**src/apsp_pkg.sv**
```systemverilog
package apsp_pkg;

  // graph size and field widths
  localparam int MAX_NODES  = 128;
  localparam int COST_BITS  = 10;
  localparam int FIELD_BITS = 8;
  localparam int NODE_BITS  = $clog2(MAX_NODES);
  localparam int ADDR_BITS  = 2 * NODE_BITS;
  localparam int RAM_DEPTH  = 2 ** ADDR_BITS;
  localparam int DIST_BITS  = 17;
  localparam int ENTRY_BITS = DIST_BITS + 1;

  localparam logic [DIST_BITS-1:0] DIST_MAX = '1;

  typedef logic [NODE_BITS-1:0]  node_t;
  typedef logic [ADDR_BITS-1:0]  addr_t;
  typedef logic [ENTRY_BITS-1:0] entry_t;

  typedef enum logic [2:0] {
    ST_CLEAR,
    ST_IDLE,
    ST_EDGE2,
    ST_IK_RD,
    ST_IK_WAIT,
    ST_ROW,
    ST_FIN_RD,
    ST_FIN_WAIT
  } apsp_state_t;

  // controller to datapath
  typedef struct packed {
    logic clr_step;
    logic edge_wr;
    logic edge_rev;
    logic relax_start;
    logic ik_rd;
    logic ik_load;
    logic row_rd;
    logic step_ik;
    logic fin_rd;
    logic fin_load;
  } apsp_cmd_t;

  // datapath to controller
  typedef struct packed {
    logic clr_last;
    logic edge_last;
    logic ik_valid;
    logic j_last;
    logic i_last;
    logic k_last;
    logic out_busy;
  } apsp_sts_t;

endpackage

```
**src/apsp_ctrl.sv**
```systemverilog
module apsp_ctrl
  import apsp_pkg::*;
(
  input  logic      clk,
  input  logic      rst,
  input  logic      in_valid,
  output logic      in_ready,
  input  apsp_sts_t sts,
  output apsp_cmd_t cmd
);

  apsp_state_t state;
  apsp_state_t state_next;

  // state register
  always_ff @(posedge clk) begin
    if (rst) begin
      state <= ST_CLEAR;
    end else begin
      state <= state_next;
    end
  end

  // next state and commands
  always_comb begin
    state_next = state;
    cmd        = '0;
    in_ready   = 1'b0;
    unique case (state)
      ST_CLEAR: begin
        cmd.clr_step = 1'b1;
        if (sts.clr_last) begin
          state_next = ST_IDLE;
        end
      end
      ST_IDLE: begin
        in_ready = 1'b1;
        if (in_valid) begin
          cmd.edge_wr = 1'b1;
          state_next  = ST_EDGE2;
        end
      end
      ST_EDGE2: begin
        cmd.edge_rev = 1'b1;
        if (sts.edge_last) begin
          cmd.relax_start = 1'b1;
          state_next      = ST_IK_RD;
        end else begin
          state_next = ST_IDLE;
        end
      end
      ST_IK_RD: begin
        cmd.ik_rd  = 1'b1;
        state_next = ST_IK_WAIT;
      end
      ST_IK_WAIT: begin
        cmd.ik_load = 1'b1;
        if (sts.ik_valid) begin
          state_next = ST_ROW;
        end else begin
          cmd.step_ik = 1'b1;
          state_next  = (sts.i_last && sts.k_last) ? ST_FIN_RD : ST_IK_RD;
        end
      end
      ST_ROW: begin
        cmd.row_rd = 1'b1;
        if (sts.j_last) begin
          cmd.step_ik = 1'b1;
          state_next  = (sts.i_last && sts.k_last) ? ST_FIN_RD : ST_IK_RD;
        end
      end
      ST_FIN_RD: begin
        cmd.fin_rd = 1'b1;
        state_next = ST_FIN_WAIT;
      end
      ST_FIN_WAIT: begin
        cmd.fin_rd = 1'b1;
        if (!sts.out_busy) begin
          cmd.fin_load = 1'b1;
          state_next   = ST_CLEAR;
        end
      end
      default: begin
        state_next = ST_CLEAR;
      end
    endcase
  end

endmodule

```
**config.mk**
```make
export PLATFORM = sky130hd
export DESIGN_NAME = apsp_ctrl
export DESIGN_NICKNAME = d
export VERILOG_FILES = /design/src/apsp_pkg.sv /design/src/apsp_ctrl.sv
export SDC_FILE = /design/constraint.sdc
export NUM_CORES = 1
export LEC_CHECK = 0
export BUFFER_PORTS_ARGS = -buffer_cell sky130_fd_sc_hd__buf_2
export CAP_MARGIN = 0
export CORE_AREA = 3 3 40 42
export DETAILED_ROUTE_END_ITERATION = 10
export DIE_AREA = 0 0 43 45
export HOLD_SLACK_MARGIN = 0.03
export SLEW_MARGIN = 20
export SYNTH_ARGS = -nofsm -noshare
export SYNTH_HDL_FRONTEND = slang
export SYNTH_SLANG_ARGS = --single-unit
export TNS_END_PERCENT = 20
```
**constraint.sdc**
```tcl
create_clock -name clk -period 1.9 [get_ports clk]
set_input_delay 0.285 -clock clk [delete_from_list [all_inputs] [get_ports clk]]
set_output_delay 0.285 -clock clk [all_outputs]
set_load 0.02 [all_outputs]
```
==> summary.txt <==
Run status
  – Outcome: completed

STA
  – Rel. slew slack: 69.12%
  – Crit path time final: 1.685 ns
  – Slew @ Worst Pin: 0.4626 ns
  – Max Clock Freq: 0.5936 GHz
  – RSZ-0062 raised after global routing: false
  – # setup viols final: 0
  – Fin. max-slew vios: 0
  – Final Skew: 0.0003028 ns
  – Fin crit share: 88.66%
  – Final setup TNS: 0 ns
  – Final Hold Fails: 0

Die
  – Row count: 13
  – Chip width: 43 um
  – Die area: 1935 um2
  – Starting Density: 26.68%
  – Num ports: 21
  – DIE HEIGHT: 45 um
  – Core Box Area: 1285 um2

Clock tree
  – Gates resized, CTS repair: 0
  – Worst skew pair latency: 0.23 ns
  – Worst-path clk slew: 0.04 ns
  – Setup Fix Bufs, Post-CTS: 0
  – Clock root cell: clkbuf_4
  – Num CTS Buffers: 3
  – Clock sink total: 3
  – CTS Buffer Depth: 2
  – # hold bufs at CTS: 0
  – CTS tree: built
  – H-tree depth: 1

Setup path
  – Worst Setup SP: state[0]$_SDFFE_PP0P_
  – Worst reg2reg path startpoint: state[0]$_SDFFE_PP0P_
  – Worst stage delay on the critical path: 0.60 ns
  – Worst Path Required: 1.62 ns
  – Setup CP Type: flip-flop to output port
  – Cells along the critical path: inv_1 > nor3_1 > buf_2
  – R2R Setup Slk: 0.50 ns
  – Critical Path End Type: output port
  – CP arrival: 1.40 ns
  – CP Launch Type: flip-flop
  – Slowest stage cell, crit path: dfxtp_1
  – CP Max Fanout: 14

Global route
  – Pin count of the biggest net entering global routing: 16
  – Final global-route overflow total: 0
  – Initial antenna violation count: 0
  – First-pass GRT wire length: 1.504 mm
  – Vias in the first global route: 371
  – GRT Util Overall: 10.32%

Final layout
  – Filler cells: 141
  – Final core occ: 36.42%
  – Largest registers: state: 3 flops
  – Most flops, register: state
  – # diodes: 0
  – Final instance area: 467.9 um2
  – Layout Nets: 77
  – Largest register FFs: 3
  – Area grow syn2layout: 36.50%
  – Share of cells above drive strength 1: 43.94%

Logic synthesis
  – Seq cells post-synth: 3
  – Register area share after synthesis: 17.52%
  – Post-synth top area share: 17.52%
  – Most common cell in the netlist: nor2_1
  – Synth area leaders: dfxtp_1 (18%), a21oi_1 (7.3%), nor2_1 (6.6%)
  – Compound-Gate Fraction of Synth Area: 28.10%
  – Async S/R FF share, synth: 0%
  – Avg Inst Size Synth: 7.618 um2
  – Mapped Area: 342.8 um2
  – Mux cell area share after synthesis: 2.920%
  – Post-synth top flop: dfxtp_1
  – Simple-gate share of the synthesized area: 43.43%
  – Yosys warning total: 0
  – Net Count, Synth: 55
  – Largest area contributor in the netlist: dfxtp_1
  – Largest family of logic cells by synthesized area: simple AND/OR/NAND/NOR gates
  – Top post-synthesis cells by count: nor2_1 (6), a21oi_1 (5), dfxtp_1 (3)
  – Adder-cell area share of the yosys netlist: 0%
  – Mapped Cells: 45
  – XOR/XNOR share of the synthesized area: 0%
  – EDFF count, synth: 0
  – Synth cell types: 28

Power
  – Comb power frac: 36.7%
  – Sw Ratio: 36.75%
  – Worst VDD drop: 0.2563 mV
  – Sequential share of power: 29.1%
  – Psw: 0.1181 mW
  – Int Pwr: 0.2033 mW
  – P per Cell Area: 686.9 nW/um2
  – Power share of the clock group: 34.2%
  – Lkg Pwr: 0.2255 nW

Drt
  – Via count: 390
  – Vias per cell: 4.815
  – DRT Pass-1 Iters: 2
  – Final WL: 880 um
  – Post-DRT Antenna Nets: 0
  – Number of DRC markers in iteration 0: 6
  – WL per Instance: 10.86 um
  – Residual DRC count: 0

Hold path
  – Hold Path Origin: rst
  – Worst Hold Class: input pin to flip-flop

Job
  – Max-cap viol count: 0

Placement
  – Port buffer count: 20
  – Post-DP HPWL: 708.4 um
  – GP Congestion: 0.7211
  – Placed Area: 441.7 um2
## kinds of logic after synthesis
| logic type | after synthesis |
|---|---|
| and+or+nand+nor | 23 |
| AOI/OAI and AO/OA | 13 |
| buffers and inverters | 5 |
| DFF | 3 |
| muxes | 1 |
## final timing paths
| path | end | cells past startpoint |
|---|---|---|
| worst min-delay path | state[1]$_SDFFE_PP0P_ | 2 |
| worst min register to register | state[1]$_SDFFE_PP0P_ | 2 |
| worst max register to register | state[0]$_SDFFE_PP0P_ | 3 |
| worst max-delay path | in_ready | 3 |
## metrics by stage
stage | hold WS, ns | worst slack [ns] | std cells | power (mW)
global route | 0.2636 | 0.1251 | 81 | 0.3465
finish | 0.2618 | 0.2155 | 81 | 0.3214
detailed placement | 0.4980 | 0.4598 | 77 | 0.2128
floorplan | 0.3512 | 0.4306 | 45 | 0.1788
global placement | 0.4873 | 0.4942 | 77 | 0.2113
CTS | 0.2498 | 0.2071 | 81 | 0.3295
## worst max-delay path, delay by kind of cell (launching register included)
kind                   cells  cell delay, ns
buffers and inverters      2            0.38
and+or+nand+nor            1            0.20
DFF                        1            0.60
## power groups by stage
stage | Combinational (mW) | Clock (mW) | Sequential [mW]
floorplan | 0.102 | 0 | 0.0772
global placement | 0.117 | 0 | 0.0938
detailed placement | 0.118 | 0 | 0.0943
CTS | 0.119 | 0.117 | 0.0932
global route | 0.131 | 0.119 | 0.0969
finish | 0.118 | 0.110 | 0.0935
## layer usage
metal / wire (um) / track usage (%) / up-vias
met4: 15 / 7.229 / 0
met2: 411 / 16.47 / 12
li1: - / - / 204
met5: 0 / 0 / -
met1: 387 / 12.26 / 172
met3: 65 / 2.390 / 2
## area by class of cell
| class | instances | area (um2) | share of cell area (%) |
|---|---|---|---|
| Multi-Input combinational cell | 37 | 255.2 | 54.55 |
| Tap cell | 15 | 18.77 | 4.011 |
| Timing Repair Buffer | 20 | 100.1 | 21.39 |
| Clock buffer | 4 | 26.28 | 5.615 |
| Inverter | 2 | 7.507 | 1.604 |
| Sequential cell | 3 | 60.06 | 12.83 |
## cell usage in the layout, fill, tap and decap left out, drive strengths merged
master  count
a221oi      1
a32o        1
nand3       1
nor3b       3
and3        1
a21oi       5
nand4       1
inv         2
a31o        1
o21bai      1
or2         1
nor2        6
buf        20
nand2b      3
mux2i       1
nor3        2
o21a        2
o31a        1
dfxtp       3
a31oi       1
nand3b      1
nand2       1
and2        3
clkbuf      4
Power figures use the tool's default switching activity.
